**src/sv/mcp_pkg.sv**
```systemverilog
package mcp_pkg;

    // Register indexes, decoded from the word address.
    localparam logic REG_OPEN  = 1'b0;
    localparam logic REG_CLOSE = 1'b1;

    localparam logic [7:0] OPEN_RESET  = 8'd60;
    localparam logic [7:0] CLOSE_RESET = 8'd62;

    localparam logic [7:0] CHAR_NUL   = 8'h00;
    localparam logic [7:0] CHAR_TAB   = 8'h09;
    localparam logic [7:0] CHAR_CR    = 8'h0D;
    localparam logic [7:0] CHAR_SPACE = 8'h20;
    localparam logic [7:0] CHAR_PLUS  = 8'h2B;
    localparam logic [7:0] CHAR_COMMA = 8'h2C;
    localparam logic [7:0] CHAR_MINUS = 8'h2D;
    localparam logic [7:0] CHAR_ZERO  = 8'h30;
    localparam logic [7:0] CHAR_NINE  = 8'h39;

    // Magnitude limit of a token; one above the largest positive value.
    localparam logic [15:0] ACC_SAT = 16'd32768;

    localparam int FIELDS = 4;
    localparam logic [2:0] FIELD_RUN   = 3'd0;
    localparam logic [2:0] FIELD_DUTY  = 3'd1;
    localparam logic [2:0] FIELD_DIR   = 3'd2;
    localparam logic [2:0] FIELD_DEMO  = 3'd3;
    localparam logic [2:0] FIELD_COUNT = 3'd4;

    // The four fields, kept only as the facts the outputs need.
    typedef struct packed {
        logic       run_nz;
        logic [7:0] duty;
        logic       dir_zero;
        logic       demo_one;
    } summ_t;

    localparam summ_t SUMM_RESET = '{run_nz: 1'b0, duty: 8'd0, dir_zero: 1'b1, demo_one: 1'b0};

    typedef struct packed {
        logic  done;
        summ_t fields;
    } cmd_t;

endpackage

```
**src/sv/mcp_front.sv**
```systemverilog
module mcp_front #(
    parameter int BUFFER_CHARS = 31
) (
    input  logic           clk,
    input  logic           rst_n,
    input  logic           in_valid,
    output logic           in_ready,
    input  logic [7:0]     in_byte,
    input  logic [7:0]     open_marker,
    input  logic [7:0]     close_marker,
    input  logic           q_full,
    output logic           q_push,
    output mcp_pkg::cmd_t  q_cmd
);

    localparam int CW = $clog2(BUFFER_CHARS + 1);
    localparam logic [CW-1:0] LIMIT = CW'(BUFFER_CHARS);

    typedef enum logic [1:0] {PH_WAIT, PH_BLANK, PH_DIGIT, PH_DONE} phase_t;

    logic                  in_frame_reg, in_frame_next;
    logic [CW-1:0]         count_reg, count_next;
    logic [2:0]            fnum_reg, fnum_next;
    phase_t                phase_reg, phase_next;
    logic                  neg_reg, neg_next;
    logic [15:0]           acc_reg, acc_next;
    mcp_pkg::summ_t        pend_reg, pend_next;

    mcp_pkg::summ_t        pend_fin;
    logic [2:0]            fnum_fin;
    logic [7:0]            clamp;
    logic                  is_close, is_open, is_digit, is_blank;
    phase_t                p0;
    logic                  neg0;
    logic [15:0]           acc0, acc_dig;
    logic [19:0]           mul;

    assign in_ready = !q_full;
    assign q_push   = in_valid && in_ready;

    assign is_close = (in_byte == close_marker) && in_frame_reg;
    assign is_open  = (in_byte == open_marker);
    assign is_digit = (in_byte >= mcp_pkg::CHAR_ZERO) && (in_byte <= mcp_pkg::CHAR_NINE);
    assign is_blank = (in_byte == mcp_pkg::CHAR_SPACE) ||
                      ((in_byte >= mcp_pkg::CHAR_TAB) && (in_byte <= mcp_pkg::CHAR_CR));

    // Closing the current token: a negative value clamps to zero duty.
    always_comb
    begin
        if (neg_reg)
            clamp = 8'd0;
        else if (acc_reg > 16'd255)
            clamp = 8'hFF;
        else
            clamp = acc_reg[7:0];

        pend_fin = pend_reg;
        fnum_fin = fnum_reg;
        if (phase_reg != PH_WAIT)
        begin
            case (fnum_reg)
                mcp_pkg::FIELD_RUN:  pend_fin.run_nz   = (acc_reg != 16'd0);
                mcp_pkg::FIELD_DUTY: pend_fin.duty     = clamp;
                mcp_pkg::FIELD_DIR:  pend_fin.dir_zero = (acc_reg == 16'd0);
                mcp_pkg::FIELD_DEMO: pend_fin.demo_one = !neg_reg && (acc_reg == 16'd1);
                default: ;
            endcase
            if (fnum_reg < mcp_pkg::FIELD_COUNT)
                fnum_fin = fnum_reg + 3'd1;
        end
    end

    assign q_cmd.done   = is_close;
    assign q_cmd.fields = pend_fin;

    // A token that has not started yet behaves as if it had just started.
    assign p0   = (phase_reg == PH_WAIT) ? PH_BLANK : phase_reg;
    assign neg0 = (phase_reg == PH_WAIT) ? 1'b0 : neg_reg;
    assign acc0 = (phase_reg == PH_WAIT) ? 16'd0 : acc_reg;

    always_comb
    begin
        mul = {1'b0, acc0, 3'b000} + {3'b000, acc0, 1'b0} + {12'd0, in_byte - mcp_pkg::CHAR_ZERO};
        if (mul > {4'd0, mcp_pkg::ACC_SAT})
            acc_dig = mcp_pkg::ACC_SAT;
        else
            acc_dig = mul[15:0];
    end

    always_comb
    begin
        in_frame_next = in_frame_reg;
        count_next    = count_reg;
        fnum_next     = fnum_reg;
        phase_next    = phase_reg;
        neg_next      = neg_reg;
        acc_next      = acc_reg;
        pend_next     = pend_reg;

        if (q_push)
        begin
            if (is_close)
            begin
                in_frame_next = 1'b0;
                phase_next    = PH_WAIT;
                fnum_next     = fnum_fin;
                pend_next     = pend_fin;
            end
            if (is_open)
            begin
                in_frame_next = 1'b1;
                count_next    = '0;
                fnum_next     = 3'd0;
                phase_next    = PH_WAIT;
                neg_next      = 1'b0;
                acc_next      = 16'd0;
                pend_next     = mcp_pkg::SUMM_RESET;
            end
            else if (in_frame_reg && !is_close && (count_reg < LIMIT))
            begin
                if (in_byte == mcp_pkg::CHAR_NUL)
                begin
                    // A zero byte ends the usable text of the frame.
                    count_next = LIMIT;
                end
                else
                begin
                    count_next = count_reg + 1'b1;
                    if (in_byte == mcp_pkg::CHAR_COMMA)
                    begin
                        phase_next = PH_WAIT;
                        fnum_next  = fnum_fin;
                        pend_next  = pend_fin;
                    end
                    else
                    begin
                        phase_next = p0;
                        neg_next   = neg0;
                        acc_next   = acc0;
                        unique case (p0)
                            PH_BLANK:
                            begin
                                if (is_blank)
                                    phase_next = PH_BLANK;
                                else if ((in_byte == mcp_pkg::CHAR_PLUS) ||
                                         (in_byte == mcp_pkg::CHAR_MINUS))
                                begin
                                    neg_next   = (in_byte == mcp_pkg::CHAR_MINUS);
                                    phase_next = PH_DIGIT;
                                end
                                else if (is_digit)
                                begin
                                    acc_next   = acc_dig;
                                    phase_next = PH_DIGIT;
                                end
                                else
                                    phase_next = PH_DONE;
                            end
                            PH_DIGIT:
                            begin
                                if (is_digit)
                                    acc_next = acc_dig;
                                else
                                    phase_next = PH_DONE;
                            end
                            default: ;
                        endcase
                    end
                end
            end
        end
    end

    always_ff @(posedge clk or negedge rst_n)
    begin
        if (!rst_n)
        begin
            in_frame_reg <= 1'b0;
            count_reg    <= '0;
            fnum_reg     <= 3'd0;
            phase_reg    <= PH_WAIT;
            neg_reg      <= 1'b0;
            acc_reg      <= 16'd0;
            pend_reg     <= mcp_pkg::SUMM_RESET;
        end
        else
        begin
            in_frame_reg <= in_frame_next;
            count_reg    <= count_next;
            fnum_reg     <= fnum_next;
            phase_reg    <= phase_next;
            neg_reg      <= neg_next;
            acc_reg      <= acc_next;
            pend_reg     <= pend_next;
        end
    end

`ifndef SYNTHESIS
    a_count_bound: assert property (@(posedge clk) disable iff (!rst_n)
        count_reg <= LIMIT)
        else $error("character count ran past the buffer limit");

    a_field_bound: assert property (@(posedge clk) disable iff (!rst_n)
        fnum_reg <= mcp_pkg::FIELD_COUNT)
        else $error("field number ran past the last field");

    a_acc_bound: assert property (@(posedge clk) disable iff (!rst_n)
        acc_reg <= mcp_pkg::ACC_SAT)
        else $error("token magnitude escaped saturation");
`endif

endmodule

```
**src/sv/mcp_queue.sv**
```systemverilog
module mcp_queue (
    input  logic           clk,
    input  logic           rst_n,
    input  logic           push,
    input  mcp_pkg::cmd_t  push_cmd,
    output logic           full,
    input  logic           pop,
    output logic           valid,
    output mcp_pkg::cmd_t  pop_cmd
);

    localparam int DEPTH = 2;
    localparam int PW    = $clog2(DEPTH);
    localparam int CNTW  = $clog2(DEPTH + 1);

    mcp_pkg::cmd_t   entry_reg [DEPTH];
    logic [PW-1:0]   wr_ptr_reg, rd_ptr_reg;
    logic [CNTW-1:0] count_reg, count_next;

    assign full    = (count_reg == CNTW'(DEPTH));
    assign valid   = (count_reg != '0);
    assign pop_cmd = entry_reg[rd_ptr_reg];

    always_comb
    begin
        count_next = count_reg;
        if (push && !(pop && valid))
            count_next = count_reg + 1'b1;
        else if (!push && pop && valid)
            count_next = count_reg - 1'b1;
    end

    always_ff @(posedge clk or negedge rst_n)
    begin
        if (!rst_n)
        begin
            wr_ptr_reg <= '0;
            rd_ptr_reg <= '0;
            count_reg  <= '0;
        end
        else
        begin
            if (push)
                wr_ptr_reg <= wr_ptr_reg + 1'b1;
            if (pop && valid)
                rd_ptr_reg <= rd_ptr_reg + 1'b1;
            count_reg <= count_next;
        end
    end

    always_ff @(posedge clk)
    begin
        if (push)
            entry_reg[wr_ptr_reg] <= push_cmd;
    end

`ifndef SYNTHESIS
    a_no_overflow: assert property (@(posedge clk) disable iff (!rst_n)
        push |-> !full)
        else $error("request written into a full queue");
`endif

endmodule

```
**src/sv/mcp_back.sv**
```systemverilog
module mcp_back (
    input  logic           clk,
    input  logic           rst_n,
    input  logic           q_valid,
    input  mcp_pkg::cmd_t  q_cmd,
    output logic           q_pop,
    output logic           out_valid,
    input  logic           out_ready,
    output logic           brake_on,
    output logic           direction_level,
    output logic [7:0]     pwm_duty,
    output logic           demo_request,
    output logic           frame_done
);

    logic           out_valid_reg, out_valid_next;
    mcp_pkg::summ_t summ_reg, summ_next;
    logic [7:0]     held_reg, held_next;
    logic           brake_reg, dir_reg, demo_reg, done_reg;
    logic [7:0]     duty_reg;

    assign q_pop = q_valid && (!out_valid_reg || out_ready);

    always_comb
    begin
        summ_next      = summ_reg;
        held_next      = held_reg;
        out_valid_next = out_valid_reg && !out_ready;
        if (q_pop)
        begin
            if (q_cmd.done)
                summ_next = q_cmd.fields;
            // The duty follows the committed value only while running.
            if (summ_next.run_nz)
                held_next = summ_next.duty;
            out_valid_next = 1'b1;
        end
    end

    always_ff @(posedge clk or negedge rst_n)
    begin
        if (!rst_n)
        begin
            out_valid_reg <= 1'b0;
            summ_reg      <= mcp_pkg::SUMM_RESET;
            held_reg      <= 8'd0;
        end
        else
        begin
            out_valid_reg <= out_valid_next;
            summ_reg      <= summ_next;
            held_reg      <= held_next;
        end
    end

    always_ff @(posedge clk)
    begin
        if (q_pop)
        begin
            brake_reg <= !summ_next.run_nz;
            dir_reg   <= summ_next.dir_zero;
            duty_reg  <= held_next;
            demo_reg  <= summ_next.demo_one;
            done_reg  <= q_cmd.done;
        end
    end

    assign out_valid       = out_valid_reg;
    assign brake_on        = brake_reg;
    assign direction_level = dir_reg;
    assign pwm_duty        = duty_reg;
    assign demo_request    = demo_reg;
    assign frame_done      = done_reg;

`ifndef SYNTHESIS
    a_held_tracks: assert property (@(posedge clk) disable iff (!rst_n)
        summ_reg.run_nz |-> (held_reg == summ_reg.duty))
        else $error("held duty differs from committed duty while running");
`endif

endmodule

```
**src/sv/framed_motor_command_parser.sv**
```systemverilog
// A byte accepted at the input is written into the queue, from which it is popped
// into the output register that drives the result port. Throughput: one byte per
// cycle while the queue is not full; the output register and a two-entry queue
// between parser and output stage let either side stall without losing a beat.
// Reset (rst_n low, asynchronous) leaves the parser outside a frame, the committed
// fields at zero, the held duty at zero and the markers at '<' and '>'.
module framed_motor_command_parser #(
    parameter int BUFFER_CHARS = 31
) (
    input  logic        clk,
    input  logic        rst_n,
    input  logic        s_tvalid,
    output logic        s_tready,
    input  logic [7:0]  s_tdata,    // [7:0] rx_byte
    output logic        m_tvalid,
    input  logic        m_tready,
    output logic [15:0] m_tdata,    // [0] brake_on, [1] direction_level, [9:2] pwm_duty,
                                    // [10] demo_request, [15:11] zero
    output logic        m_tlast,    // frame_done
    input  logic        psel,
    input  logic        penable,
    input  logic        pwrite,
    input  logic [2:0]  paddr,
    input  logic [31:0] pwdata,
    output logic [31:0] prdata,
    output logic        pready
);

    logic [7:0]    open_reg, close_reg;
    logic          q_full, q_push, q_valid, q_pop;
    mcp_pkg::cmd_t push_cmd, pop_cmd;
    logic          brake_on, direction_level, demo_request;
    logic [7:0]    pwm_duty;

    assign pready = 1'b1;

    always_ff @(posedge clk or negedge rst_n)
    begin
        if (!rst_n)
        begin
            open_reg  <= mcp_pkg::OPEN_RESET;
            close_reg <= mcp_pkg::CLOSE_RESET;
        end
        else if (psel && penable && pwrite && pready)
        begin
            unique case (paddr[2])
                mcp_pkg::REG_OPEN:  open_reg  <= pwdata[7:0];
                mcp_pkg::REG_CLOSE: close_reg <= pwdata[7:0];
                default: ;
            endcase
        end
    end

    always_comb
    begin
        unique case (paddr[2])
            mcp_pkg::REG_OPEN:  prdata = {24'd0, open_reg};
            mcp_pkg::REG_CLOSE: prdata = {24'd0, close_reg};
            default:            prdata = 32'd0;
        endcase
    end

    mcp_front #(
        .BUFFER_CHARS (BUFFER_CHARS)
    ) u_front (
        .clk          (clk),
        .rst_n        (rst_n),
        .in_valid     (s_tvalid),
        .in_ready     (s_tready),
        .in_byte      (s_tdata),
        .open_marker  (open_reg),
        .close_marker (close_reg),
        .q_full       (q_full),
        .q_push       (q_push),
        .q_cmd        (push_cmd)
    );

    mcp_queue u_queue (
        .clk      (clk),
        .rst_n    (rst_n),
        .push     (q_push),
        .push_cmd (push_cmd),
        .full     (q_full),
        .pop      (q_pop),
        .valid    (q_valid),
        .pop_cmd  (pop_cmd)
    );

    mcp_back u_back (
        .clk             (clk),
        .rst_n           (rst_n),
        .q_valid         (q_valid),
        .q_cmd           (pop_cmd),
        .q_pop           (q_pop),
        .out_valid       (m_tvalid),
        .out_ready       (m_tready),
        .brake_on        (brake_on),
        .direction_level (direction_level),
        .pwm_duty        (pwm_duty),
        .demo_request    (demo_request),
        .frame_done      (m_tlast)
    );

    assign m_tdata = {5'd0, demo_request, pwm_duty, direction_level, brake_on};

endmodule
```
**config.mk**
```make
export PLATFORM = sky130hd
export DESIGN_NAME = framed_motor_command_parser
export DESIGN_NICKNAME = d
export VERILOG_FILES = /design/src/sv/mcp_pkg.sv /design/src/sv/mcp_front.sv /design/src/sv/mcp_queue.sv /design/src/sv/mcp_back.sv /design/src/sv/framed_motor_command_parser.sv
export SDC_FILE = /design/constraint.sdc
export NUM_CORES = 1
export LEC_CHECK = 0
export BUFFER_PORTS_ARGS = -buffer_cell sky130_fd_sc_hd__buf_2
export CAP_MARGIN = 0
export CORE_ASPECT_RATIO = 0.5
export CORE_MARGIN = 1
export CORE_UTILIZATION = 50
export DETAILED_ROUTE_END_ITERATION = 6
export PLACE_DENSITY = 0.71
export SLEW_MARGIN = 5
export SYNTH_ARGS = -nofsm -noshare
export SYNTH_HDL_FRONTEND = slang
export SYNTH_SLANG_ARGS = --single-unit
```
**constraint.sdc**
```tcl
create_clock -name clk -period 5.5 [get_ports clk]
set_clock_uncertainty 0.15 [all_clocks]
set_input_delay 1.1 -clock clk [delete_from_list [all_inputs] [get_ports clk]]
set_output_delay 1.1 -clock clk [all_outputs]
set_load 0.03 [all_outputs]
```
# ---- Yosys cells after proc, flatten, opt, wreduce, memory -nomap -nowiden
# Memory sizes are Yosys's and may differ from the RTL's.
# Index checks and enable logic that the tools add are counted.
dict set report op_classes {
  n_addsub 9
  mux 64
  bitwise 1
  magnitude_cmp 8
  reduce_logical 41
  n_eq_ne 15
}
# cell n
set op_table {}
lappend op_table {{2-to-1 mux 16 bit} 9}
lappend op_table {{2-to-1 mux 11 bit} 9}
lappend op_table {{case mux 32 bit (2 select lines)} 1}
lappend op_table {{2-to-1 mux 8 bit} 5}
lappend op_table {{== test 8 x 6 -> 1 bit, second input constant} 4}
lappend op_table {{case mux 16 bit (2 select lines)} 1}
lappend op_table {{2-to-1 mux 2 bit} 11}
lappend op_table {{2-to-1 mux 3 bit} 7}
lappend op_table {{adder 19 x 17 -> 20 bit} 1}
lappend op_table {{adder 20 x 8 -> 20 bit} 1}
lappend op_table {{greater-than comparator 20 x 16 -> 1 bit, second input constant} 1}
lappend op_table {{2-to-1 mux 1 bit} 17}
lappend op_table {{== test 16 x 1 -> 1 bit, second input constant} 1}
lappend op_table {{== test 8 bit} 2}
lappend op_table {{greater-than comparator 16 x 8 -> 1 bit, second input constant} 1}
lappend op_table {{logical NOT 16 bit} 1}
lappend op_table {{nonzero test 16 bit} 1}
lappend op_table {{logical AND 1 bit} 15}
lappend op_table {{2-to-1 mux 5 bit} 3}
lappend op_table {{nonzero test 2 bit} 5}
lappend op_table {{greater-or-equal comparator 8 x 4 -> 1 bit, second input constant} 1}
lappend op_table {{greater-or-equal comparator 8 x 6 -> 1 bit, second input constant} 1}
lappend op_table {{<= comparator 8 x 4 -> 1 bit, second input constant} 1}
lappend op_table {{<= comparator 8 x 6 -> 1 bit, second input constant} 1}
lappend op_table {{other kinds (22)} 38}
dict set report word_totals {
  inputBits 50
  mem_bits_rw 24
  output_inout_bits 52
  mem_count 1
  ff_bits 91
  wordCells 165
}
# memory words word_bits read_ports rd_ports_with_merged_regs wr line
set memory_table {}
lappend memory_table {u_queue.entry_reg 2 12 1 0 1 mcp_queue.sv:16} ;# mcp_pkg::cmd_t entry_reg [DEPTH];

# ---- Depth between registers and ports, before layout
# Gate-level depths: netlist (run 1).
dict set report logic_depth {
  depth_word 14
  ltp_mapped 17
  ltp_nobuf 15
}

# ---- Cells and area by module
# Synthesis (run 1) repeated with hierarchy kept, for this count alone.
dict set report hier_totals {
  cells_unflattened 704
  hier_area_um2 7360.8
}
# module seq_area_each_um2 cells_each n_inst area_per_inst_um2
set modules_own_cells {}
lappend modules_own_cells {mcp_front 977.2 501 1 4012.6}
lappend modules_own_cells {mcp_back 862.1 68 1 1246.2}
lappend modules_own_cells {mcp_queue 820.8 57 1 1108.6}
lappend modules_own_cells {framed_motor_command_parser 411.6 78 1 993.5}

# ---- Worst setup path after synthesis (run 1)
# OpenSTA, ideal clock, no wires.
dict set report synth_timing {
  path_type {input to register}
  start {input s_tdata[3]}
  end {register u_front.acc_reg[2]}
  path_stages 14
  t_required_ns 5.267
  slack_ns 1.183
  arrival_time_ns 4.085
  n_path_buf 2
  setup_time_ns 0.083
  cell_sequence {buf_2 -> inv_1 -> fa_1 -> inv_1 -> ha_1 -> a211oi_2 -> o21a_1 -> a211oi_2 -> or2_0 -> o311a_4 -> nor3_4 -> buf_6 -> a41oi_1 -> o22ai_1}
}
dict set report synth_between {
  elab_chain_cells 12
  elab_cells_between_ends 35
  classes_between {2 x add/sub; 5 x order compare; 8 x eq/ne; 9 x mux; 11 x reduce/logical}
}
# item line
set synth_lines {}
lappend synth_lines {{start: declaration} framed_motor_command_parser.sv:14} ;# input logic [7:0] s_tdata,
lappend synth_lines {{subtractor 8 x 6 -> 8 bit} mcp_front.sv:83} ;# mul = {1'b0, acc0, 3'b000} + {3'b000, acc0, 1'b0} + {12'd0, in_byte - mcp_pkg::CHAR_ZERO};
lappend synth_lines {{adder 20 x 8 -> 20 bit} mcp_front.sv:83}
lappend synth_lines {{greater-than comparator 20 x 16 -> 1 bit} mcp_front.sv:84} ;# if (mul > {4'd0, mcp_pkg::ACC_SAT})
lappend synth_lines {{2-to-1 mux 16 bit} mcp_front.sv:84}
lappend synth_lines {{2-to-1 mux 16 bit} {mcp_front.sv:151, mcp_front.sv:161}}
lappend synth_lines {{2-to-1 mux 16 bit} mcp_front.sv:145} ;# else if ((in_byte == mcp_pkg::CHAR_PLUS) ||
lappend synth_lines {{2-to-1 mux 16 bit} mcp_front.sv:143} ;# if (is_blank)
lappend synth_lines {{case mux 16 bit (2 select lines)} mcp_front.sv:140} ;# unique case (p0)
lappend synth_lines {{2-to-1 mux 16 bit} mcp_front.sv:129} ;# if (in_byte == mcp_pkg::CHAR_COMMA)
lappend synth_lines {{2-to-1 mux 16 bit} mcp_front.sv:121} ;# if (in_byte == mcp_pkg::CHAR_NUL)
lappend synth_lines {{2-to-1 mux 16 bit} mcp_front.sv:119} ;# else if (in_frame_reg && !is_close && (count_reg < LIMIT))
lappend synth_lines {{2-to-1 mux 16 bit} mcp_front.sv:109} ;# if (is_open)
lappend synth_lines {{end signal: assignment} mcp_front.sv:193} ;# acc_reg <= acc_next;
lappend synth_lines {{end: declaration} mcp_front.sv:26} ;# logic [15:0] acc_reg, acc_next;
# Several ways; a longest one is shown, not always the timed one. The select of a mux whose other input is x is not followed.
# A chain may end at the register's enable or synchronous reset.

# ---- Final worst setup path (run 1)
dict set report layout_timing {
  start {register u_front.phase_reg[1]}
  end {register u_front.acc_reg[5]}
}
dict set report layout_between {
  elab_chain_cells 14
  elab_cells_between_ends 17
  classes_between {2 x add/sub; 1 x order compare; 2 x eq/ne; 11 x mux; 1 x reduce/logical}
}
# item line
set layout_lines {}
lappend layout_lines {{start: declaration} mcp_front.sv:24} ;# phase_t phase_reg, phase_next;
lappend layout_lines {{start signal: assignment} mcp_front.sv:191} ;# phase_reg <= phase_next;
lappend layout_lines {{logical NOT 2 bit} {mcp_front.sv:77, mcp_front.sv:79}}
lappend layout_lines {{2-to-1 mux 16 bit} mcp_front.sv:79} ;# assign acc0 = (phase_reg == PH_WAIT) ? 16'd0 : acc_reg;
lappend layout_lines {{adder 19 x 17 -> 20 bit} mcp_front.sv:83}
lappend layout_lines {{adder 20 x 8 -> 20 bit} mcp_front.sv:83}
lappend layout_lines {{greater-than comparator 20 x 16 -> 1 bit} mcp_front.sv:84}
lappend layout_lines {{2-to-1 mux 16 bit} mcp_front.sv:84}
lappend layout_lines {{2-to-1 mux 16 bit} {mcp_front.sv:151, mcp_front.sv:161}}
lappend layout_lines {{2-to-1 mux 16 bit} mcp_front.sv:145}
lappend layout_lines {{2-to-1 mux 16 bit} mcp_front.sv:143}
lappend layout_lines {{case mux 16 bit (2 select lines) *} mcp_front.sv:140}
lappend layout_lines {{2-to-1 mux 16 bit *} mcp_front.sv:129}
lappend layout_lines {{2-to-1 mux 16 bit *} mcp_front.sv:121}
lappend layout_lines {{2-to-1 mux 16 bit *} mcp_front.sv:119}
lappend layout_lines {{2-to-1 mux 16 bit *} mcp_front.sv:109}
# Every way passes the cells marked *; elsewhere a longest branch is shown, timed or not. The select of a mux whose other input is x is not followed.

==> flow_metrics.tcl, run 1 <==
set metrics [dict create \
    cts_resized 0 \
    p_leak_nw 3.60 \
    holdWs_ns 0.320 \
    clk_path_buf_depth 2 \
    synth_area_mm2 0.00728 \
    topRoutingLayerUsed "met4" \
    synth_flop_cell "dfrtp_1" \
    grt.total_usage_pct 21.7 \
    htree_levels 4 \
    maxCapViolCount 0 \
    grt_antenna_before_repair 0 \
    die-height_um 87.3 \
    synthArstFlopShare_pct 68.7 \
    critPathCaptureType "register" \
    post-place-ws_ns 0.497 \
    cp-start-kind "register" \
    layout-drive-gt1-share_pct 18.6 \
    synth_seq_cells 115 \
    cts-root-buf "clkbuf_16" \
    die_x_um 173 \
    worst_pin_slew_ns 1.05 \
    worstSetupPathType "reg -> reg" \
    io_buffers 45 \
    cts_tree "done" \
    fmaxAchievable_ghz 0.213 \
    largest_register_ffs 24 \
    hpwl_um 11300 \
    clock_latency_ns 0.42 \
    rsz0062_at_grt "no" \
    synth.avg_cell_area_um2 9.95 \
    cp_max_fo 17 \
    finalSetupViolations 0 \
    vias 5466 \
    synth.most_common_cell "dfrtp_1" \
    seq_area_mm2 0.00307 \
    cts_hold_buf 0 \
    wl_met2_um 6770 \
    drt_pass1_iterations 5 \
    coreArea_mm2 0.0139 \
    wl_met3_um 830 \
    hold_violations 0 \
    yosysTopAreaCell "dfrtp_1" \
    multiInputGateArea_mm2 0.00372 \
    dp_cells 943 \
    fin_tns_setup_ns 0 \
    drcViolationCount 0 \
    wire_per_inst_um 15.8 \
    power_density_mw_per_mm2 584 \
    final_nets 862 \
    overflow 0 \
    fin_crit_sh_pct 85.5 \
    syn_to_final_growth_pct 10.9 \
    num_rows 30 \
    drtIter0Drc 444 \
    status "completed" \
    cp.arrival_ns 4.88 \
    synth_commonest_cells "dfrtp_1, nand2_1, inv_1, nor2_1, a21oi_1" \
    routed_via_density 5.61 \
    cp.required_ns 5.68 \
    finalMaxSlewViolations 0 \
    grt_first_pass_wirelength_um 25700 \
    fill_cells 1181 \
    irDropWorstVdd_mv 0.280 \
    yosysUniqueCellTypes 76 \
    synth_edf_count 36 \
    synth_top_area_share_pct 23.4 \
    power_mw 4.72 \
    ant_nets 0 \
    yosysWarningCount 0 \
    start_util_pct 52.4 \
    slew-limit-headroom_pct 29.9 \
    ys_seq_area_share_pct 42.2 \
    period_minus_slack_ns 4.70 \
    syn-instance-count 732 \
    grt_max_degree 80 \
    final_cells 975 \
    clk_pin_slew_ns 0.05 \
    cts_num_sinks 115 \
    io-pin-count 102 \
    met1_length_um 7720 \
    grt_pass1_vias 5045 \
    drt-total-wl_um 15500 \
    diodes 0 \
    gp_congestion 0.913 \
    synth_area_leaders "dfrtp_1, edfxtp_1, ha_1" \
    post_cts_buffers 0 \
    hp-class "reg -> reg" \
    setup_ws_ns 0.800 \
    cts_buffers 17 \
    dieArea_mm2 0.0151 \
]
## area by class of cell
cell class / count / area share, %
Clock buffer: 20 / 5.53
Inverter: 56 / 2.60
Tap cell: 192 / 2.97
Clock inverter: 12 / 1.64
Timing Repair Buffer: 48 / 3.10
Multi-Input combinational cell: 532 / 46.1
Sequential cell: 115 / 38.0
## placed cells by master, fill, tap and decap left out, types with 5 or more instances in the layout
master      instances
nand3_1            13
o31ai_1             5
o21bai_1            6
nand2_1            65
dfrtp_1            68
mux2_2             33
o21ai_1             5
edfxtp_1           36
nor2_1             56
a21o_1              8
a22o_1             11
nor4_1              6
and2_1              9
a31oi_1             6
mux2i_1            13
clkbuf_16          17
o21ai_0            33
o21a_1              8
a21oi_1            38
and3_1              5
nor3_1              7
buf_2              44
conb_1             30
fa_1                6
nand4_1            13
dfstp_2            11
nand2b_1            9
ha_1               36
inv_1              56
clkinvlp_4          5
xnor2_1            18
o22ai_1            11
a41oi_1            11
xor2_1             12
## metrics by stage
step / utilization [%] / area [um^2]
detailed placement: 54.0 / 7500
floorplan: - / 7390
global placement: 54.0 / 7500
CTS: 58.2 / 8080
global route: 58.2 / 8080
finish: 58.2 / 8080
## critical path: stages (launching register included)
cell	delay (ns)
dfrtp_1	0.49
or2_2	0.47
nand2_1	0.19
fa_1	0.49
fa_1	0.49
nand2b_1	0.19
a211oi_2	0.39
nand2b_1	0.17
a311oi_1	0.22
a211o_1	0.38
o21ai_4	0.44
nand3_2	0.29
o22ai_1	0.23
## power by group
group          leakage, nW  internal (mW)  switching [mW]
registers             1.31           1.21           0.179
logic                 2.02          0.807            1.45
clock network        0.266          0.677           0.397
total                 3.60           2.69            2.03
## cell families after synthesis
family / share of synthesized area, %
XOR/XNOR: 3.61
buffers and inverters: 8.13
flip-flops: 42.2
multiplexers: 6.89
AO/OA/AOI/OAI: 17.3
AND/OR/NAND/NOR: 14.0
other: 0.103
adder cells (fa/ha/maj): 7.83
## path summary, 6_finish.rpt
kind	startpoint	endpoint	slack (ns)	cells after the start
hold / removal	u_front.pend_reg[1]	u_front.pend_reg[1]	0.32	2
min in group asynchronous	rst_n	u_front.count_reg[1]	0.71	1
setup / recovery	u_front.phase_reg[1]	u_front.acc_reg[5]	0.80	12
hold reg to reg	u_front.pend_reg[1]	u_front.pend_reg[1]	0.32	2
max in group asynchronous	rst_n	u_back.summ_reg[7]	3.80	1
setup reg to reg	u_front.phase_reg[1]	u_front.acc_reg[5]	0.80	12
## routing by layer
layer | up-vias | GRT usage (%)
met2 | 156 | 33.0
met4 | 0 | 6.52
met3 | 13 | 4.84
met5 | - | 0
li1 | 2642 | -
met1 | 2655 | 30.9
Note: power is estimated with default switching activity, not from simulation.
==> run 2, diff against run 1 <==
- CORE_UTILIZATION: 50 -> 54
- PLACE_DENSITY: 0.71 -> 0.76
==> run 2 against run 1 <==
  * The flow now finishes with violations (design-rule violations)
  * Global-route usage increased by 1.9 points
  * Power increased by 1.0%
  * Critical path type unchanged
  * Non-clock buffer count unchanged
  * Largest cell class unchanged
==> flow_metrics.tcl, run 2 (synthesis results as in run 1) <==
set metrics [dict create \
    status "finished with violations" \
    violations "design-rule violations" \
    rr_worst_depth 15 \
    crit_chain "or2_2 -> nand2_1 -> inv_1 -> ha_1 -> ha_1 -> inv_1 -> fa_1 -> nand2b_1 -> a211oi_2 -> o21ai_0 -> xor2_1 -> o2111ai_1 -> o21ai_4 -> nand3_2 -> o22ai_1" \
    final_nets 862 \
    drcViolationCount 4 \
    met1_length_um 7520 \
    die-height_um 84.1 \
    layout-drive-gt1-share_pct 18.9 \
    setup_ws_ns 0.720 \
    coreArea_mm2 0.0129 \
    finalSetupViolations 0 \
    diodes 0 \
    fin_crit_sh_pct 86.9 \
    cp.required_ns 5.67 \
    drtIter0Drc 516 \
    hp-class "reg -> reg" \
    topRoutingLayerUsed "met4" \
    intPower_mw 2.67 \
    fill_cells 1009 \
    cpPeakStageDelay_ns 0.50 \
    wire_per_inst_um 16.5 \
    maxCapViolCount 0 \
    start_util_pct 56.4 \
    hold_violations 0 \
    drt-total-wl_um 15700 \
    swShare_pct 44.0 \
    cts-root-buf "clkbuf_16" \
    cp.arrival_ns 4.95 \
    grt_first_pass_wirelength_um 25900 \
    critPathCaptureType "register" \
    worstSetupPathType "reg -> reg" \
    multiInputGateArea_mm2 0.00372 \
    grt_antenna_before_repair 0 \
    final_cell_mix "dfrtp_1, nand2_1, inv_1, nor2_1, buf_2" \
    worst_pin_slew_ns 1.01 \
    gp_congestion 0.922 \
    p_leak_nw 3.62 \
    io-pin-count 102 \
    irDropWorstVdd_mv 0.284 \
    hpwl_um 11300 \
    grt_max_degree 80 \
    slowest_stage "dfrtp_1" \
    holdPathStages 2 \
    htree_levels 4 \
    clock_latency_ns 0.42 \
    ant_nets 0 \
    cts_hold_buf 0 \
    grt_pass1_vias 5140 \
    syn_to_final_growth_pct 10.5 \
    grt.total_usage_pct 23.6 \
    drt_pass1_iterations 7 \
    worstHoldStart "u_front.pend_reg[1]" \
    seq_area_mm2 0.00307 \
    slew-limit-headroom_pct 32.6 \
    p_seq_share_pct 29.1 \
    cts_num_sinks 115 \
    comb_power_share_pct 48.3 \
    fin_tns_setup_ns 0 \
    overflow 0 \
    cts_resized 0 \
    period_minus_slack_ns 4.78 \
    power_density_mw_per_mm2 592 \
    dieArea_mm2 0.0140 \
    fmaxAchievable_ghz 0.209 \
    largest_register_ffs 24 \
    num_rows 29 \
    rsz0062_at_grt "no" \
    r2r_end "u_front.acc_reg[3]" \
    cts_buffers 17 \
    post-place-ws_ns 0.472 \
    routed_via_density 5.78 \
    cp-start-kind "register" \
    clk_pin_slew_ns 0.06 \
    reg2reg_slack_ns 0.72 \
    finalMaxSlewViolations 0 \
    clk_path_buf_depth 2 \
    wl_met3_um 974 \
    io_buffers 45 \
    cts_tree "done" \
    cp_max_fo 17 \
    p_clk_share_pct 22.6 \
    post_cts_buffers 0 \
    mostFrequentLayoutCell "dfrtp_1" \
    holdPathEnd "u_front.pend_reg[1]" \
    die_x_um 166 \
    power_switching_mw 2.10 \
    rr_startpoint "u_front.phase_reg[1]" \
    wl_met2_um 7000 \
    vias 5508 \
]
==> run 2: cell count changes in the layout (fill, tap and decap cells not counted) <==
cell        delta
clkbuf_1       -1
inv_6          +4
clkbuf_16      +1
clkinvlp_4     -4
clkbuf_8       -1
clkinv_1       -1
clkinv_4       +1
clkinv_2       +2
bufinv_16      -1
==> run 2: routing by layer <==
metal  track usage (%)  vias up
met5                 0        -
met4              7.49        0
met3              4.79       17
met2              36.1      183
met1              33.9     2672
li1                  -     2636
==> run 2: how the worst max path moves through the flow <==
| stage | slack [ns] | from | endpoint | depth (start not counted) |
|---|---|---|---|---|
| 2_1_floorplan | 1.18 | s_tdata[3] | u_front.acc_reg[2] | 14 |
| 3_3_place_gp | 0.60 | s_tdata[4] | u_front.acc_reg[3] | 14 |
| 3_5_place_dp | 0.47 | s_tdata[4] | u_front.acc_reg[3] | 14 |
| 4_1_cts | 0.81 | u_front.phase_reg[1] | u_front.acc_reg[3] | 15 |
| 5_1_grt | 0.44 | u_front.phase_reg[1] | u_front.acc_reg[3] | 15 |
| 6_report | 0.72 | u_front.phase_reg[1] | u_front.acc_reg[3] | 15 |
==> run 2: critical path, delay by kind of cell, from the launching register on <==
kind / cells / cell delay, ns
AO/OA/AOI/OAI: 5 / 1.55
adder cells (fa/ha/maj): 3 / 0.87
AND/OR/NAND/NOR: 4 / 1.13
XOR/XNOR: 1 / 0.36
buffers and inverters: 2 / 0.12
flip-flops: 1 / 0.50
==> run 2: per-stage QoR <==
| stage | hold WS, ns | std cells | total power [mW] | cell area [um^2] | util (%) |
|---|---|---|---|---|---|
| after floorplan | 0.290 | 760 | 3.12 | 7390 | - |
| after global placement | 0.296 | 921 | 3.54 | 7470 | 57.8 |
| after detailed placement | 0.310 | 921 | 3.64 | 7470 | 57.8 |
| after CTS | 0.316 | 953 | 4.73 | 8050 | 62.3 |
| after global routing | 0.340 | 953 | 5.05 | 8050 | 62.3 |
| final | 0.315 | 953 | 4.77 | 8050 | 62.3 |
==> run 2: power groups by stage <==
stage	clock, mW	combinational (mW)	sequential [mW]
floorplan	0	1.72	1.40
global placement	0	2.16	1.38
detailed placement	0	2.24	1.40
CTS	1.08	2.27	1.38
global route	1.12	2.52	1.41
finish	1.08	2.30	1.39
==> run 2: cell type report <==
class / instances / share of cell area [%]
tap: 170 / 2.64
clock buffer: 19 / 5.64
sequential: 115 / 38.2
multi-input combinational: 532 / 46.3
clock inverter: 13 / 1.52
inverter: 56 / 2.61
timing repair buffer: 48 / 3.11
